===== config.mk =====
export PLATFORM = sky130hd
export DESIGN_NAME = gyro_still_bias_calibrator_top
export DESIGN_NICKNAME = d
export VERILOG_FILES = /design/src/gbc_pkg.sv /design/src/gbc_div.sv /design/src/gbc_dp.sv /design/src/gbc_ctrl.sv /design/src/gyro_still_bias_calibrator_top.sv
export VERILOG_INCLUDE_DIRS = /design/src /design/src/src
export SDC_FILE = /design/constraint.sdc
export NUM_CORES = 1
export LEC_CHECK = 0
export BUFFER_PORTS_ARGS = -buffer_cell sky130_fd_sc_hd__buf_4
export CORE_MARGIN = 2
export CORE_UTILIZATION = 30
export DETAILED_ROUTE_END_ITERATION = 10
export GPL_ROUTABILITY_DRIVEN = 0
export GPL_TIMING_DRIVEN = 0
export PLACE_DENSITY_LB_ADDON = 0.08
export SLEW_MARGIN = 20
export SYNTH_ARGS = -nofsm -noshare
export SYNTH_HDL_FRONTEND = slang
export SYNTH_SLANG_ARGS = --single-unit

===== constraint.sdc =====
create_clock -name aclk -period 6.6 [get_ports aclk]
set_input_delay 0.99 -clock aclk [delete_from_list [all_inputs] [get_ports aclk]]
set_output_delay 0.99 -clock aclk [all_outputs]
set_load 0.01 [all_outputs]

===== src/assert_macros.svh =====
`ifndef ASSERT_MACROS_SVH
`define ASSERT_MACROS_SVH

// Checks that cons holds in the same cycle as ante, outside reset.
`define ASSERT_IMPLIES(label, clk, rstn, ante, cons) \
    label: assert property (@(posedge clk) disable iff (!rstn) (ante) |-> (cons)) \
        else $error("assertion failed");

// Checks that cons holds in the cycle after ante, outside reset.
`define ASSERT_NEXT(label, clk, rstn, ante, cons) \
    label: assert property (@(posedge clk) disable iff (!rstn) (ante) |=> (cons)) \
        else $error("assertion failed");

`endif


===== src/gbc_pkg.sv =====
package gbc_pkg;

    localparam int SAMPLE_COUNT = 1000;

    localparam int RATE_W     = 16;
    localparam int THR_W      = 16;
    localparam int BUDGET_W   = 11;
    localparam int SENS_W     = 16;
    localparam int CFG_IDX_W  = 2;
    localparam int CFG_DATA_W = 16;
    localparam int BIAS_W     = 32;
    localparam int COUNT_W    = 10;
    localparam int DISC_W     = 11;
    localparam int QFRAC_W    = 16;
    localparam int AXES       = 3;
    localparam int AXIS_W     = 2;

    localparam int ACC_W   = RATE_W + $clog2(SAMPLE_COUNT);
    localparam int TALLY_W = $clog2(SAMPLE_COUNT + 1);
    localparam int DEN_W   = SENS_W + $clog2(SAMPLE_COUNT + 1);
    localparam int NUM_W   = ACC_W + QFRAC_W;
    localparam int STEP_W  = $clog2(NUM_W + 1);
    localparam int DSUM_W  = ((TALLY_W > DISC_W) ? TALLY_W : DISC_W) + 1;

    localparam logic [THR_W-1:0]    THR_RESET    = 16'd100;
    localparam logic [BUDGET_W-1:0] BUDGET_RESET = 11'd500;
    localparam logic [SENS_W-1:0]   SENS_RESET   = 16'd1880;
    localparam logic [DISC_W-1:0]   DISCARD_MAX  = '1;

    localparam logic [TALLY_W-1:0] TALLY_LAST = TALLY_W'(SAMPLE_COUNT - 1);
    localparam logic [COUNT_W-1:0] COUNT_FULL = COUNT_W'(SAMPLE_COUNT);
    localparam logic [AXIS_W-1:0]  AXIS_LAST  = AXIS_W'(AXES - 1);

    typedef enum logic [CFG_IDX_W-1:0] {
        REG_THRESHOLD = 2'd0,
        REG_BUDGET    = 2'd1,
        REG_SENS      = 2'd2
    } cfg_reg_t;

    typedef enum logic [2:0] {
        ST_COLLECT = 3'd0,
        ST_RESTART = 3'd1,
        ST_DONE    = 3'd2,
        ST_ABORT   = 3'd3,
        ST_IDLE    = 3'd4
    } status_t;

    typedef enum logic [1:0] {
        CNT_ZERO = 2'd0,
        CNT_NEXT = 2'd1,
        CNT_FULL = 2'd2
    } count_sel_t;

    typedef struct packed {
        logic              cap_in;
        logic              clr_run;
        logic              accum;
        logic              charge;
        logic              div_start;
        logic [AXIS_W-1:0] axis;
        logic              held_wr;
        logic              out_load;
        status_t           out_status;
        logic              out_bias;
        count_sel_t        out_count;
    } dp_cmd_t;

    typedef struct packed {
        logic start_op;
        logic jump;
        logic over_budget;
        logic tally_last;
        logic div_busy;
        logic div_done;
        logic out_free;
    } dp_stat_t;

endpackage


===== src/gbc_div.sv =====
module gbc_div (
    input  logic                                 aclk,
    input  logic                                 aresetn,
    input  logic                                 start,
    input  logic signed [gbc_pkg::ACC_W-1:0]     dividend,
    input  logic        [gbc_pkg::SENS_W-1:0]    sens,
    output logic                                 busy,
    output logic                                 done,
    output logic signed [gbc_pkg::BIAS_W-1:0]    quotient
);

    logic [gbc_pkg::NUM_W-1:0]  work_reg, work_next;
    logic [gbc_pkg::DEN_W-1:0]  rem_reg, rem_next;
    logic [gbc_pkg::DEN_W-1:0]  den_reg, den_next;
    logic                       neg_reg, neg_next;
    logic [gbc_pkg::STEP_W-1:0] step_reg, step_next;
    logic                       busy_reg, busy_next;
    logic                       done_reg, done_next;

    logic [gbc_pkg::SENS_W-1:0] sens_eff;
    logic [gbc_pkg::DEN_W-1:0]  den_prod;
    logic [gbc_pkg::ACC_W-1:0]  dividend_u;
    logic [gbc_pkg::ACC_W-1:0]  mag;
    logic [gbc_pkg::DEN_W:0]    trial;
    logic [gbc_pkg::DEN_W:0]    diff;
    logic                       fits;
    logic [gbc_pkg::NUM_W-1:0]  signed_q;

    always_comb begin
        sens_eff   = (sens == '0) ? gbc_pkg::SENS_W'(1) : sens;
        den_prod   = gbc_pkg::DEN_W'(gbc_pkg::SAMPLE_COUNT) * gbc_pkg::DEN_W'(sens_eff);
        dividend_u = dividend;
        mag        = dividend_u[gbc_pkg::ACC_W-1] ? (~dividend_u + 1'b1) : dividend_u;
        trial      = {rem_reg, work_reg[gbc_pkg::NUM_W-1]};
        diff       = trial - {1'b0, den_reg};
        fits       = trial >= {1'b0, den_reg};

        work_next = work_reg;
        rem_next  = rem_reg;
        den_next  = den_reg;
        neg_next  = neg_reg;
        step_next = step_reg;
        busy_next = busy_reg;
        done_next = 1'b0;

        if (start) begin
            work_next = {mag, {gbc_pkg::QFRAC_W{1'b0}}};
            rem_next  = '0;
            den_next  = den_prod;
            neg_next  = dividend_u[gbc_pkg::ACC_W-1];
            step_next = gbc_pkg::STEP_W'(gbc_pkg::NUM_W);
            busy_next = 1'b1;
        end else if (busy_reg) begin
            rem_next  = fits ? diff[gbc_pkg::DEN_W-1:0] : trial[gbc_pkg::DEN_W-1:0];
            work_next = {work_reg[gbc_pkg::NUM_W-2:0], fits};
            step_next = step_reg - 1'b1;
            if (step_reg == gbc_pkg::STEP_W'(1)) begin
                busy_next = 1'b0;
                done_next = 1'b1;
            end
        end

        signed_q = neg_reg ? (~work_reg + 1'b1) : work_reg;
    end

    always_ff @(posedge aclk) begin
        if (!aresetn) begin
            busy_reg <= 1'b0;
            done_reg <= 1'b0;
            step_reg <= '0;
        end else begin
            busy_reg <= busy_next;
            done_reg <= done_next;
            step_reg <= step_next;
        end
    end

    always_ff @(posedge aclk) begin
        work_reg <= work_next;
        rem_reg  <= rem_next;
        den_reg  <= den_next;
        neg_reg  <= neg_next;
    end

    assign busy     = busy_reg;
    assign done     = done_reg;
    assign quotient = signed_q[gbc_pkg::BIAS_W-1:0];

endmodule


===== src/gbc_dp.sv =====
module gbc_dp (
    input  logic                                   aclk,
    input  logic                                   aresetn,
    input  logic                                   cfg_valid,
    output logic                                   cfg_ready,
    input  logic        [gbc_pkg::CFG_IDX_W-1:0]   cfg_index,
    input  logic        [gbc_pkg::CFG_DATA_W-1:0]  cfg_data,
    input  logic                                   s_operation,
    input  logic signed [gbc_pkg::RATE_W-1:0]      s_rate_x,
    input  logic signed [gbc_pkg::RATE_W-1:0]      s_rate_y,
    input  logic signed [gbc_pkg::RATE_W-1:0]      s_rate_z,
    output logic                                   m_valid,
    input  logic                                   m_ready,
    output logic        [2:0]                      m_status,
    output logic signed [gbc_pkg::BIAS_W-1:0]      m_bias_x,
    output logic signed [gbc_pkg::BIAS_W-1:0]      m_bias_y,
    output logic signed [gbc_pkg::BIAS_W-1:0]      m_bias_z,
    output logic        [gbc_pkg::COUNT_W-1:0]     m_good_count,
    input  gbc_pkg::dp_cmd_t                       cmd,
    output gbc_pkg::dp_stat_t                      stat
);

    function automatic logic [gbc_pkg::RATE_W:0] abs_diff(
        input logic [gbc_pkg::RATE_W-1:0] a,
        input logic [gbc_pkg::RATE_W-1:0] b
    );
        logic [gbc_pkg::RATE_W:0] d;
        d = {a[gbc_pkg::RATE_W-1], a} - {b[gbc_pkg::RATE_W-1], b};
        return d[gbc_pkg::RATE_W] ? (~d + 1'b1) : d;
    endfunction

    logic [gbc_pkg::THR_W-1:0]    thr_reg, thr_next;
    logic [gbc_pkg::BUDGET_W-1:0] budget_reg, budget_next;
    logic [gbc_pkg::SENS_W-1:0]   sens_reg, sens_next;

    logic                               op_reg;
    logic signed [gbc_pkg::RATE_W-1:0]  rate_reg [gbc_pkg::AXES];
    logic signed [gbc_pkg::RATE_W-1:0]  prev_reg [gbc_pkg::AXES];
    logic signed [gbc_pkg::RATE_W-1:0]  prev_next [gbc_pkg::AXES];
    logic signed [gbc_pkg::ACC_W-1:0]   acc_reg [gbc_pkg::AXES];
    logic signed [gbc_pkg::ACC_W-1:0]   acc_next [gbc_pkg::AXES];
    logic signed [gbc_pkg::BIAS_W-1:0]  held_reg [gbc_pkg::AXES];

    logic [gbc_pkg::TALLY_W-1:0] tally_reg, tally_next;
    logic [gbc_pkg::DISC_W-1:0]  disc_reg, disc_next;

    logic                               m_valid_reg, m_valid_next;
    gbc_pkg::status_t                   m_status_reg;
    logic signed [gbc_pkg::BIAS_W-1:0]  m_bias_reg [gbc_pkg::AXES];
    logic [gbc_pkg::COUNT_W-1:0]        m_count_reg;

    logic [gbc_pkg::AXES-1:0]                     axis_jump;
    logic [gbc_pkg::TALLY_W-1:0]                  tally_inc;
    logic [gbc_pkg::TALLY_W+gbc_pkg::COUNT_W-1:0] tally_inc_wide;
    logic [gbc_pkg::DSUM_W-1:0]                   disc_sum;
    logic [gbc_pkg::DISC_W-1:0]                   disc_sat;
    logic [gbc_pkg::COUNT_W-1:0]                  count_sel;
    logic signed [gbc_pkg::ACC_W-1:0]             div_dividend;
    logic                                         div_busy;
    logic                                         div_done;
    logic signed [gbc_pkg::BIAS_W-1:0]            div_quot;

    always_comb begin
        thr_next    = thr_reg;
        budget_next = budget_reg;
        sens_next   = sens_reg;
        if (cfg_valid) begin
            unique case (cfg_index)
                gbc_pkg::REG_THRESHOLD: thr_next    = cfg_data[gbc_pkg::THR_W-1:0];
                gbc_pkg::REG_BUDGET:    budget_next = cfg_data[gbc_pkg::BUDGET_W-1:0];
                gbc_pkg::REG_SENS:      sens_next   = cfg_data[gbc_pkg::SENS_W-1:0];
                default: ;
            endcase
        end
    end

    always_comb begin
        for (int i = 0; i < gbc_pkg::AXES; i++) begin
            axis_jump[i] = abs_diff(rate_reg[i], prev_reg[i]) > {1'b0, thr_reg};
        end

        tally_inc      = tally_reg + 1'b1;
        tally_inc_wide = {{gbc_pkg::COUNT_W{1'b0}}, tally_inc};
        disc_sum       = gbc_pkg::DSUM_W'(disc_reg) + gbc_pkg::DSUM_W'(tally_reg);
        disc_sat       = (disc_sum > gbc_pkg::DSUM_W'(gbc_pkg::DISCARD_MAX)) ?
                         gbc_pkg::DISCARD_MAX : disc_sum[gbc_pkg::DISC_W-1:0];

        for (int i = 0; i < gbc_pkg::AXES; i++) begin
            prev_next[i] = prev_reg[i];
            acc_next[i]  = acc_reg[i];
            if (cmd.clr_run) begin
                prev_next[i] = '0;
                acc_next[i]  = '0;
            end else if (cmd.accum) begin
                prev_next[i] = rate_reg[i];
                acc_next[i]  = acc_reg[i] +
                    {{(gbc_pkg::ACC_W-gbc_pkg::RATE_W){rate_reg[i][gbc_pkg::RATE_W-1]}},
                     rate_reg[i]};
            end
        end

        tally_next = tally_reg;
        if (cmd.clr_run) begin
            tally_next = '0;
        end else if (cmd.accum) begin
            tally_next = tally_inc;
        end

        disc_next = cmd.charge ? disc_sat : disc_reg;

        unique case (cmd.out_count)
            gbc_pkg::CNT_NEXT: count_sel = tally_inc_wide[gbc_pkg::COUNT_W-1:0];
            gbc_pkg::CNT_FULL: count_sel = gbc_pkg::COUNT_FULL;
            default:           count_sel = '0;
        endcase

        unique case (cmd.axis)
            2'd1:    div_dividend = acc_reg[1];
            2'd2:    div_dividend = acc_reg[2];
            default: div_dividend = acc_reg[0];
        endcase

        m_valid_next = m_valid_reg;
        if (cmd.out_load) begin
            m_valid_next = 1'b1;
        end else if (m_ready) begin
            m_valid_next = 1'b0;
        end
    end

    gbc_div u_div (
        .aclk     (aclk),
        .aresetn  (aresetn),
        .start    (cmd.div_start),
        .dividend (div_dividend),
        .sens     (sens_reg),
        .busy     (div_busy),
        .done     (div_done),
        .quotient (div_quot)
    );

    always_ff @(posedge aclk) begin
        if (!aresetn) begin
            thr_reg     <= gbc_pkg::THR_RESET;
            budget_reg  <= gbc_pkg::BUDGET_RESET;
            sens_reg    <= gbc_pkg::SENS_RESET;
            tally_reg   <= '0;
            disc_reg    <= '0;
            m_valid_reg <= 1'b0;
            for (int i = 0; i < gbc_pkg::AXES; i++) begin
                prev_reg[i] <= '0;
                acc_reg[i]  <= '0;
            end
        end else begin
            thr_reg     <= thr_next;
            budget_reg  <= budget_next;
            sens_reg    <= sens_next;
            tally_reg   <= tally_next;
            disc_reg    <= disc_next;
            m_valid_reg <= m_valid_next;
            for (int i = 0; i < gbc_pkg::AXES; i++) begin
                prev_reg[i] <= prev_next[i];
                acc_reg[i]  <= acc_next[i];
            end
        end
    end

    always_ff @(posedge aclk) begin
        if (cmd.cap_in) begin
            op_reg      <= s_operation;
            rate_reg[0] <= s_rate_x;
            rate_reg[1] <= s_rate_y;
            rate_reg[2] <= s_rate_z;
        end
        if (cmd.held_wr) begin
            held_reg[cmd.axis] <= div_quot;
        end
        if (cmd.out_load) begin
            m_status_reg <= cmd.out_status;
            m_count_reg  <= count_sel;
            for (int i = 0; i < gbc_pkg::AXES; i++) begin
                m_bias_reg[i] <= cmd.out_bias ? held_reg[i] : '0;
            end
        end
    end

    always_comb begin
        stat.start_op    = op_reg;
        stat.jump        = |axis_jump;
        stat.over_budget = disc_sat > budget_reg;
        stat.tally_last  = tally_reg >= gbc_pkg::TALLY_LAST;
        stat.div_busy    = div_busy;
        stat.div_done    = div_done;
        stat.out_free    = !m_valid_reg || m_ready;
    end

    assign cfg_ready    = 1'b1;
    assign m_valid      = m_valid_reg;
    assign m_status     = m_status_reg;
    assign m_bias_x     = m_bias_reg[0];
    assign m_bias_y     = m_bias_reg[1];
    assign m_bias_z     = m_bias_reg[2];
    assign m_good_count = m_count_reg;

endmodule


===== src/gbc_ctrl.sv =====
module gbc_ctrl (
    input  logic               aclk,
    input  logic               aresetn,
    input  logic               s_valid,
    output logic               s_ready,
    input  gbc_pkg::dp_stat_t  stat,
    output gbc_pkg::dp_cmd_t   cmd
);

    typedef enum logic [4:0] {
        S_IDLE     = 5'b00001,
        S_EVAL     = 5'b00010,
        S_DIV_GO   = 5'b00100,
        S_DIV_WAIT = 5'b01000,
        S_FINISH   = 5'b10000
    } state_t;

    typedef enum logic [3:0] {
        PH_IDLE    = 4'b0001,
        PH_COLLECT = 4'b0010,
        PH_DONE    = 4'b0100,
        PH_ABORT   = 4'b1000
    } phase_t;

    state_t                      state_reg, state_next;
    phase_t                      phase_reg, phase_next;
    logic [gbc_pkg::AXIS_W-1:0]  axis_reg, axis_next;

    always_comb begin
        state_next = state_reg;
        phase_next = phase_reg;
        axis_next  = axis_reg;
        cmd        = '0;
        cmd.axis   = axis_reg;

        unique case (state_reg)
            S_IDLE: begin
                if (s_valid) begin
                    cmd.cap_in = 1'b1;
                    state_next = S_EVAL;
                end
            end
            S_EVAL: begin
                if (stat.out_free) begin
                    state_next = S_IDLE;
                    cmd.out_load = 1'b1;
                    priority if (stat.start_op) begin
                        cmd.clr_run    = 1'b1;
                        cmd.out_status = gbc_pkg::ST_COLLECT;
                        phase_next     = PH_COLLECT;
                    end else if (phase_reg == PH_IDLE) begin
                        cmd.out_status = gbc_pkg::ST_IDLE;
                    end else if (phase_reg == PH_DONE) begin
                        cmd.out_status = gbc_pkg::ST_DONE;
                        cmd.out_bias   = 1'b1;
                        cmd.out_count  = gbc_pkg::CNT_FULL;
                    end else if (phase_reg == PH_ABORT) begin
                        cmd.out_status = gbc_pkg::ST_ABORT;
                    end else if (stat.jump) begin
                        cmd.charge  = 1'b1;
                        cmd.clr_run = 1'b1;
                        if (stat.over_budget) begin
                            cmd.out_status = gbc_pkg::ST_ABORT;
                            phase_next     = PH_ABORT;
                        end else begin
                            cmd.out_status = gbc_pkg::ST_RESTART;
                        end
                    end else begin
                        cmd.accum = 1'b1;
                        if (stat.tally_last) begin
                            cmd.out_load = 1'b0;
                            axis_next    = '0;
                            state_next   = S_DIV_GO;
                        end else begin
                            cmd.out_status = gbc_pkg::ST_COLLECT;
                            cmd.out_count  = gbc_pkg::CNT_NEXT;
                        end
                    end
                end
            end
            S_DIV_GO: begin
                cmd.div_start = 1'b1;
                state_next    = S_DIV_WAIT;
            end
            S_DIV_WAIT: begin
                if (stat.div_done) begin
                    cmd.held_wr = 1'b1;
                    if (axis_reg == gbc_pkg::AXIS_LAST) begin
                        state_next = S_FINISH;
                    end else begin
                        axis_next  = axis_reg + 1'b1;
                        state_next = S_DIV_GO;
                    end
                end
            end
            S_FINISH: begin
                if (stat.out_free) begin
                    cmd.out_load   = 1'b1;
                    cmd.out_status = gbc_pkg::ST_DONE;
                    cmd.out_bias   = 1'b1;
                    cmd.out_count  = gbc_pkg::CNT_FULL;
                    phase_next     = PH_DONE;
                    state_next     = S_IDLE;
                end
            end
            default: state_next = S_IDLE;
        endcase
    end

    always_ff @(posedge aclk) begin
        if (!aresetn) begin
            state_reg <= S_IDLE;
            phase_reg <= PH_IDLE;
            axis_reg  <= '0;
        end else begin
            state_reg <= state_next;
            phase_reg <= phase_next;
            axis_reg  <= axis_next;
        end
    end

    assign s_ready = (state_reg == S_IDLE);

endmodule


===== src/gyro_still_bias_calibrator_top.sv =====
// Still-bias calibrator for a three-axis gyroscope: every accepted item returns exactly
// one result. An item is captured in S_IDLE and evaluated in S_EVAL, and no new item is
// accepted until the last one has been evaluated; a finished result sits in the output
// register while the next item is accepted, and evaluation waits only if that register
// is still full. The sample that completes a run instead starts a shared restoring
// divider that yields one quotient bit per cycle, NUM_W bits (42 at 1000 samples) for
// each axis in turn, and its result appears once all three axes are divided.
// Configuration writes are taken in any cycle, are meant to happen only while the block
// is idle, and act from the next cycle.
`include "assert_macros.svh"

module gyro_still_bias_calibrator_top (
    input  logic                                   aclk,
    input  logic                                   aresetn,
    input  logic                                   cfg_valid,
    output logic                                   cfg_ready,
    input  logic        [gbc_pkg::CFG_IDX_W-1:0]   cfg_index,
    input  logic        [gbc_pkg::CFG_DATA_W-1:0]  cfg_data,
    input  logic                                   s_valid,
    output logic                                   s_ready,
    input  logic                                   s_operation,
    input  logic signed [gbc_pkg::RATE_W-1:0]      s_rate_x,
    input  logic signed [gbc_pkg::RATE_W-1:0]      s_rate_y,
    input  logic signed [gbc_pkg::RATE_W-1:0]      s_rate_z,
    output logic                                   m_valid,
    input  logic                                   m_ready,
    output logic        [2:0]                      m_status,
    output logic signed [gbc_pkg::BIAS_W-1:0]      m_bias_x,
    output logic signed [gbc_pkg::BIAS_W-1:0]      m_bias_y,
    output logic signed [gbc_pkg::BIAS_W-1:0]      m_bias_z,
    output logic        [gbc_pkg::COUNT_W-1:0]     m_good_count
);

    gbc_pkg::dp_cmd_t  cmd;
    gbc_pkg::dp_stat_t stat;

    gbc_ctrl u_ctrl (
        .aclk    (aclk),
        .aresetn (aresetn),
        .s_valid (s_valid),
        .s_ready (s_ready),
        .stat    (stat),
        .cmd     (cmd)
    );

    gbc_dp u_dp (
        .aclk         (aclk),
        .aresetn      (aresetn),
        .cfg_valid    (cfg_valid),
        .cfg_ready    (cfg_ready),
        .cfg_index    (cfg_index),
        .cfg_data     (cfg_data),
        .s_operation  (s_operation),
        .s_rate_x     (s_rate_x),
        .s_rate_y     (s_rate_y),
        .s_rate_z     (s_rate_z),
        .m_valid      (m_valid),
        .m_ready      (m_ready),
        .m_status     (m_status),
        .m_bias_x     (m_bias_x),
        .m_bias_y     (m_bias_y),
        .m_bias_z     (m_bias_z),
        .m_good_count (m_good_count),
        .cmd          (cmd),
        .stat         (stat)
    );

    `ASSERT_IMPLIES(a_load_into_free, aclk, aresetn, cmd.out_load, !m_valid || m_ready)
    `ASSERT_IMPLIES(a_no_accept_in_div, aclk, aresetn, s_ready, !stat.div_busy)
    `ASSERT_NEXT(a_div_runs, aclk, aresetn, cmd.div_start, stat.div_busy)
    `ASSERT_IMPLIES(a_done_count, aclk, aresetn, m_valid && m_status == gbc_pkg::ST_DONE, m_good_count == gbc_pkg::COUNT_FULL)
    `ASSERT_IMPLIES(a_bias_only_done, aclk, aresetn, m_valid && m_status != gbc_pkg::ST_DONE, m_bias_x == 0 && m_bias_y == 0 && m_bias_z == 0)

endmodule


==> flow_summary.ini, run 1 <==
[worst_hold_path]
holdPathEnd = u_dp.prev_reg[0][47]
hold_depth = 2
holdCritStartpoint = u_dp.prev_reg[0][47]
min_path_type = reg -> reg

[routing]
drt_first_pass_iters = 7
wl_per_cell_um = 19.0
wl_um = 104000
viasPerCell = 4.85
drt_iter0_drc = 1379
vias = 26500
drc = 0
ant_nets = 0

[cells_and_area]
insertedDiodeCount = 0
fin_area_um2 = 40700
area_growth_pct = 18.9
final_layout_size_suffix_gt1_share_pct = 12.2
fill_cells = 11600
nNetsFinal = 4322

[outcome]
status = finished clean

[timing]
maxSlewViolCount = 0
fmax_mhz = 157
max-slew-margin-rel_pct = 30.5
layout_setup_ws_ns = 0.222
finClkSkew_ns = 0.0302
finalCriticalPeriod_ns = 6.38
tightest_slew_ns = 1.04
fin_hold_ws_ns = 0.453
setup_viol = 0
post-route-period-util_pct = 96.6
hold_violations = 0

[pwr]
power.total_uw = 11000
peakVddDrop_mv = 0.166
leakage_uw = 0.0162
p_per_area_nw_per_um2 = 271

[logic_synthesis]
ys_seq_area_share_pct = 41.4
synth_area_per_cell_um2 = 9.45
async_flop_share_pct = 0
yosys_most_used_dff = edfxtp_1
synth_cells = 3621
synth_edf_count = 304
syn_nets = 4041
ys_types = 87
synth_seq_cells = 556
synth_warnings = 0
syn_area_um2 = 34200

[clock_tree]
path_clk_slew_ns = 0.06
clkLatencyLatePin_ns = 0.65
cts.sinks = 556
root_buffer = clkbuf_16
htreeDepth = 3
cts_tree = done
clock_path_buffers = 3
cts_made_buffers = 71

[floorplanning]
die_w_um = 342
die_area_um2 = 117000
num_rows = 123
die_y_um = 342
pin_count = 184
initial_core_util_pct = 30.3
coreArea_um2 = 113000

[critical_path]
critPathMaxStageDelay_ns = 0.46
crit_path_max_fanout = 6
path_class = reg -> reg
ff2ff_path_depth = 28
r2r_end = u_dp.m_good_count[6]
r2r_slack_ns = 0.22
startpoint_type = flip-flop
arrival_ns = 6.84
worstPathRequired_ns = 7.06
end_kind = flip-flop
cpMaxStageDelayCell = edfxtp_1
r2r_start = u_dp.rate_reg[0][32]
crit_path_start = u_dp.rate_reg[0][32]

[grt]
grt_pass1_vias = 25900
grt_pass1_wl_um = 158000
overflow = 0
grt_max_degree = 50
grt_antenna_before_repair = 2
grt.total_usage_pct = 17.6

[flow_run]
cap_violations = 0

[placement]
portBuffers = 182
place_hpwl_um = 81000
place_ws_ns = -1.70
post_dp_cell_area_um2 = 37600
-- Yosys cell counts, types with 9 or more instances --
master / n / area, µm²
nand2_1: 375 / 1410
a21oi_1: 329 / 1650
edfxtp_1: 304 / 9130
ha_1: 288 / 3600
nor2_1: 274 / 1030
inv_1: 253 / 950
dfxtp_1: 252 / 5040
o21ai_0: 186 / 931
xnor2_1: 176 / 1540
nor2b_1: 130 / 813
nand3_1: 92 / 460
clkbuf_1: 91 / 342
xor2_1: 71 / 622
a21o_1: 65 / 488
fa_1: 60 / 1200
mux2i_1: 52 / 521
nor3_1: 47 / 235
nand2b_1: 36 / 225
or3_1: 33 / 206
o211ai_1: 31 / 233
a211oi_1: 29 / 218
o21a_1: 29 / 218
and3_1: 28 / 175
nand4_1: 28 / 175
a22oi_1: 26 / 195
buf_2: 24 / 120
o21bai_1: 21 / 158
a31oi_1: 19 / 119
nand3b_1: 19 / 143
o31ai_1: 19 / 143
and2_1: 18 / 113
or2_2: 18 / 113
a21boi_0: 13 / 97.6
nor4_1: 13 / 81.3
buf_4: 12 / 90.1
o41ai_1: 10 / 87.6
a2111oi_0: 9 / 78.8
nor3b_1: 9 / 67.6
-- power breakdown --
group | switching [µW] | internal [µW] | total [µW]
Clock | 1620 | 2340 | 3950
Combinational | 1730 | 1270 | 3000
Sequential | 182 | 3890 | 4070
Total | 3530 | 7500 | 11000
-- critical path: cells and delay by family (launching register included) --
kind	cells	cell delay (ns)
AO/OA/AOI/OAI	13	2.64
AND/OR/NAND/NOR	6	1.51
adder cells (fa/ha/maj)	4	1.02
buffers and inverters	4	0.34
flip-flops	1	0.46
XOR/XNOR	1	0.20
-- metal layers --
layer / GRT usage, % / vias to the layer above / routed length [µm]
met5: 0 / - / 0
met4: 4.31 / 0 / 2080
met3: 2.07 / 111 / 3310
met2: 29.3 / 438 / 48400
met1: 24.3 / 12500 / 50100
li1: - / 13400 / -
-- layout by cell type (no fill, tap or decap), types with 18 or more instances in the layout --
| cell type | count |
|---|---|
| nand2_1 | 374 |
| a21oi_1 | 323 |
| edfxtp_1 | 304 |
| ha_1 | 283 |
| nor2_1 | 264 |
| dfxtp_1 | 252 |
| inv_1 | 251 |
| buf_4 | 216 |
| o21ai_0 | 177 |
| xnor2_1 | 172 |
| nor2b_1 | 130 |
| clkbuf_1 | 96 |
| nand3_1 | 92 |
| clkbuf_16 | 72 |
| xor2_1 | 69 |
| a21o_1 | 65 |
| fa_1 | 59 |
| mux2i_1 | 52 |
| nor3_1 | 45 |
| nand2b_1 | 33 |
| or3_1 | 31 |
| o211ai_1 | 31 |
| nand4_1 | 28 |
| o21a_1 | 27 |
| buf_2 | 25 |
| a211oi_1 | 25 |
| and3_1 | 25 |
| a22oi_1 | 25 |
| o21bai_1 | 21 |
| nand3b_1 | 19 |
| a31oi_1 | 18 |
| or2_2 | 18 |
-- how the worst max path moves through the flow --
stage	depth (start not counted)	to	slack, ns
4_1_cts	22	u_dp.u_div.den_reg[25]	0.002
3_5_place_dp	31	u_dp.m_good_count[5]	-1.70
5_1_grt	28	u_dp.m_good_count[6]	-0.03
6_report	28	u_dp.m_good_count[6]	0.22
3_3_place_gp	25	u_dp.m_bias_reg[0][17]	-1.84
2_1_floorplan	31	u_dp.m_good_count[3]	0.23
-- logic make-up after synthesis --
logic type               synth area share (%)
XOR/XNOR                                 6.32
other                                  0.0110
flip-flops                               41.4
adder cells (fa/ha/maj)                  14.0
multiplexers                             1.62
AND/OR/NAND/NOR                          16.4
buffers and inverters                    4.49
AO/OA/AOI/OAI                            15.7
-- what timing repair did --
item	in CTS	in global routing
cloned	1	0
buffers inserted	15	10
resized for setup	67	60
hold buffers	0	0
endpoints found under the setup margin	278	229
pin swaps	16	26
-- final cells by class --
class	count	area (µm²)	share of cell area, %
clock buffer	104	2050	5.04
timing repair buffer	214	1720	4.22
multi-input combinational	2679	19000	46.7
tap	1500	1880	4.61
inverter	253	950	2.33
clock inverter	26	343	0.843
sequential	556	14200	34.8
buffer	127	584	1.44
-- per-stage QoR --
stage                     TNS [ns]  std cells  util [%]
after floorplan                  0       3621         -
after global placement     -380.49       5303      33.2
after detailed placement   -263.39       5310      33.4
after CTS                        0       5451      35.8
after global routing       -0.0298       5459      36.1
final                            0       5459      36.1
Power figures use the tool's default switching activity.
==> run 2: changes to the inputs <==
--- a/config.mk
+++ b/config.mk
@@ -7,8 +7,8 @@
 export NUM_CORES = 1
 export LEC_CHECK = 0
 export BUFFER_PORTS_ARGS = -buffer_cell sky130_fd_sc_hd__buf_4
-export CORE_MARGIN = 2
 export CORE_UTILIZATION = 30
+export CTS_BUF_LIST = sky130_fd_sc_hd__clkbuf_8
 export DETAILED_ROUTE_END_ITERATION = 10
 export GPL_ROUTABILITY_DRIVEN = 0
 export GPL_TIMING_DRIVEN = 0
==> flow_summary.ini, run 2 (same netlist as run 1, synthesis figures left out) <==
[cells_and_area]
area_growth_pct = 18.1
fin_area_um2 = 40400
nNetsFinal = 4355
final_util_pct = 35.8
final_common_cell = nand2_1
seq_area_um2 = 14200
final_cell_mix = 374 x nand2_1, 323 x a21oi_1, 304 x edfxtp_1, 286 x inv_1, 282 x ha_1
final_layout_size_suffix_gt1_share_pct = 13.0
multiInputGateArea_um2 = 19000
fill_cells = 11700

[critical_path]
cpMaxStageDelayCell = or4_4
ff2ff_path_depth = 27
crit_family = simple AND/OR/NAND/NOR gates
end_kind = flip-flop
path_buf_inv = 5
crit_path_max_fanout = 5
r2r_end = u_dp.m_good_count[8]
r2r_slack_ns = 0.27
startpoint_type = flip-flop
critPathMaxStageDelay_ns = 0.49
path_class = reg -> reg
worstPathRequired_ns = 7.18
r2r_start = u_dp.rate_reg[0][32]
arrival_ns = 6.91
cp_common_cell = inv_1

[worst_hold_path]
holdCritStartpoint = s_rate_z[15]
hold_depth = 1
holdPathEnd = u_dp.rate_reg[0][47]
min_path_type = in -> reg

[clock_tree]
clock_path_buffers = 3
htreeDepth = 3
clkLatencyLatePin_ns = 0.78
root_buffer = clkbuf_8
path_clk_slew_ns = 0.07
cts_made_buffers = 103
cts.sinks = 556
cts_tree = done

[timing]
hold_violations = 0
maxSlewViolCount = 0
finalCriticalPeriod_ns = 6.33
tightest_slew_ns = 1.10
fin_hold_ws_ns = 0.376
setup_viol = 0
fmax_mhz = 158
finClkSkew_ns = 0.0418
post-route-period-util_pct = 95.9
max-slew-margin-rel_pct = 26.4

[routing]
viasPerCell = 4.81
ant_nets = 0
vias = 26600
wl_per_cell_um = 18.8
drt_first_pass_iters = 5
wl_um = 104000
drt_iter0_drc = 1462
drc = 0

[floorplanning]
die_y_um = 340
initial_core_util_pct = 30.3
die_area_um2 = 115000
die_w_um = 340
num_rows = 123
pin_count = 184
coreArea_um2 = 113000

[pwr]
sequentialPowerShare_pct = 38.6
swShare_pct = 33.7
p_sw_uw = 3550
peakVddDrop_mv = 0.140
leakage_uw = 0.0162
internal-power_uw = 6990
p_comb_share_pct = 28.7
p_per_area_nw_per_um2 = 261
clock_power_share_pct = 32.7

[grt]
grt_max_degree = 52
grt_pass1_wl_um = 159000
grt_antenna_before_repair = 4
overflow = 0
grt.total_usage_pct = 17.8
grt_pass1_vias = 26400

[placement]
place_hpwl_um = 80500
portBuffers = 182
post_dp_cell_area_um2 = 37600

[outcome]
status = finished clean

[flow_run]
cap_violations = 0
run 2: changes by cell type in the layout (fill, tap and decap cells not counted), sizes merged:
| cell | before | now |
|---|---|---|
| inv | 253 | 291 |
| clkbuf | 188 | 204 |
| diode | 0 | 5 |
| clkinv | 20 | 24 |
| clkinvlp | 2 | 3 |
run 2: area by class of cell:
class	count	share of cell area, %
sequential	556	35.1
inverter	253	2.35
clock buffer	119	4.05
clock inverter	69	1.19
buffer	127	1.45
tap	1500	4.64
multi-input combinational	2679	47.0
antenna	5	0.0310
timing repair buffer	215	4.22
run 2: power by group through the flow:
| stage | clock network [µW] | registers [µW] | logic, µW |
|---|---|---|---|
| 2_1_floorplan | 0 | 4060 | 2220 |
| 3_3_place_gp | 0 | 4160 | 2920 |
| 3_5_place_dp | 0 | 4150 | 2910 |
| 4_1_cts | 3590 | 4080 | 2980 |
| 5_1_grt | 3730 | 4090 | 3430 |
| 6_report | 3450 | 4070 | 3020 |
run 2: repair_timing:
action / in CTS / in global routing
pin swaps: 15 / 26
buffers inserted: 14 / 13
gates cloned: 1 / 0
gates resized for setup: 75 / 49
endpoints found under the setup margin: 278 / 174
hold buffers: 0 / 0
run 2: worst max-delay path by stage:
stage | startpoint | end | depth (start not counted)
6_report | u_dp.rate_reg[0][32] | u_dp.m_good_count[8] | 27
5_1_grt | u_dp.sens_reg[4] | u_dp.u_div.den_reg[25] | 22
4_1_cts | u_dp.rate_reg[0][32] | u_dp.m_good_count[9] | 28
3_5_place_dp | u_dp.rate_reg[0][32] | u_dp.m_good_count[9] | 31
3_3_place_gp | u_dp.rate_reg[0][32] | u_dp.m_bias_reg[0][14] | 25
2_1_floorplan | u_dp.rate_reg[0][32] | u_dp.m_good_count[3] | 31
run 2: through the flow:
step	TNS (ns)	cells	worst slack, ns	power [µW]
finish	0	5523	0.271	10500
global route	-0.0166	5523	-0.0166	11200
CTS	0	5506	0.0152	10600
detailed placement	-260.55	5309	-1.64	7060
global placement	-375.83	5303	-1.80	7080
floorplan	0	3621	0.234	6280
run 2: per-layer routing:
metal	share of wire [%]	global-route usage, %	vias up	routed length [µm]
met4	2.2	4.33	2	2290
met1	47	23.7	12500	49100
met3	4.2	3.27	141	4350
met5	0.017	0	-	18
met2	46	29.7	511	48100
li1	-	-	13500	-
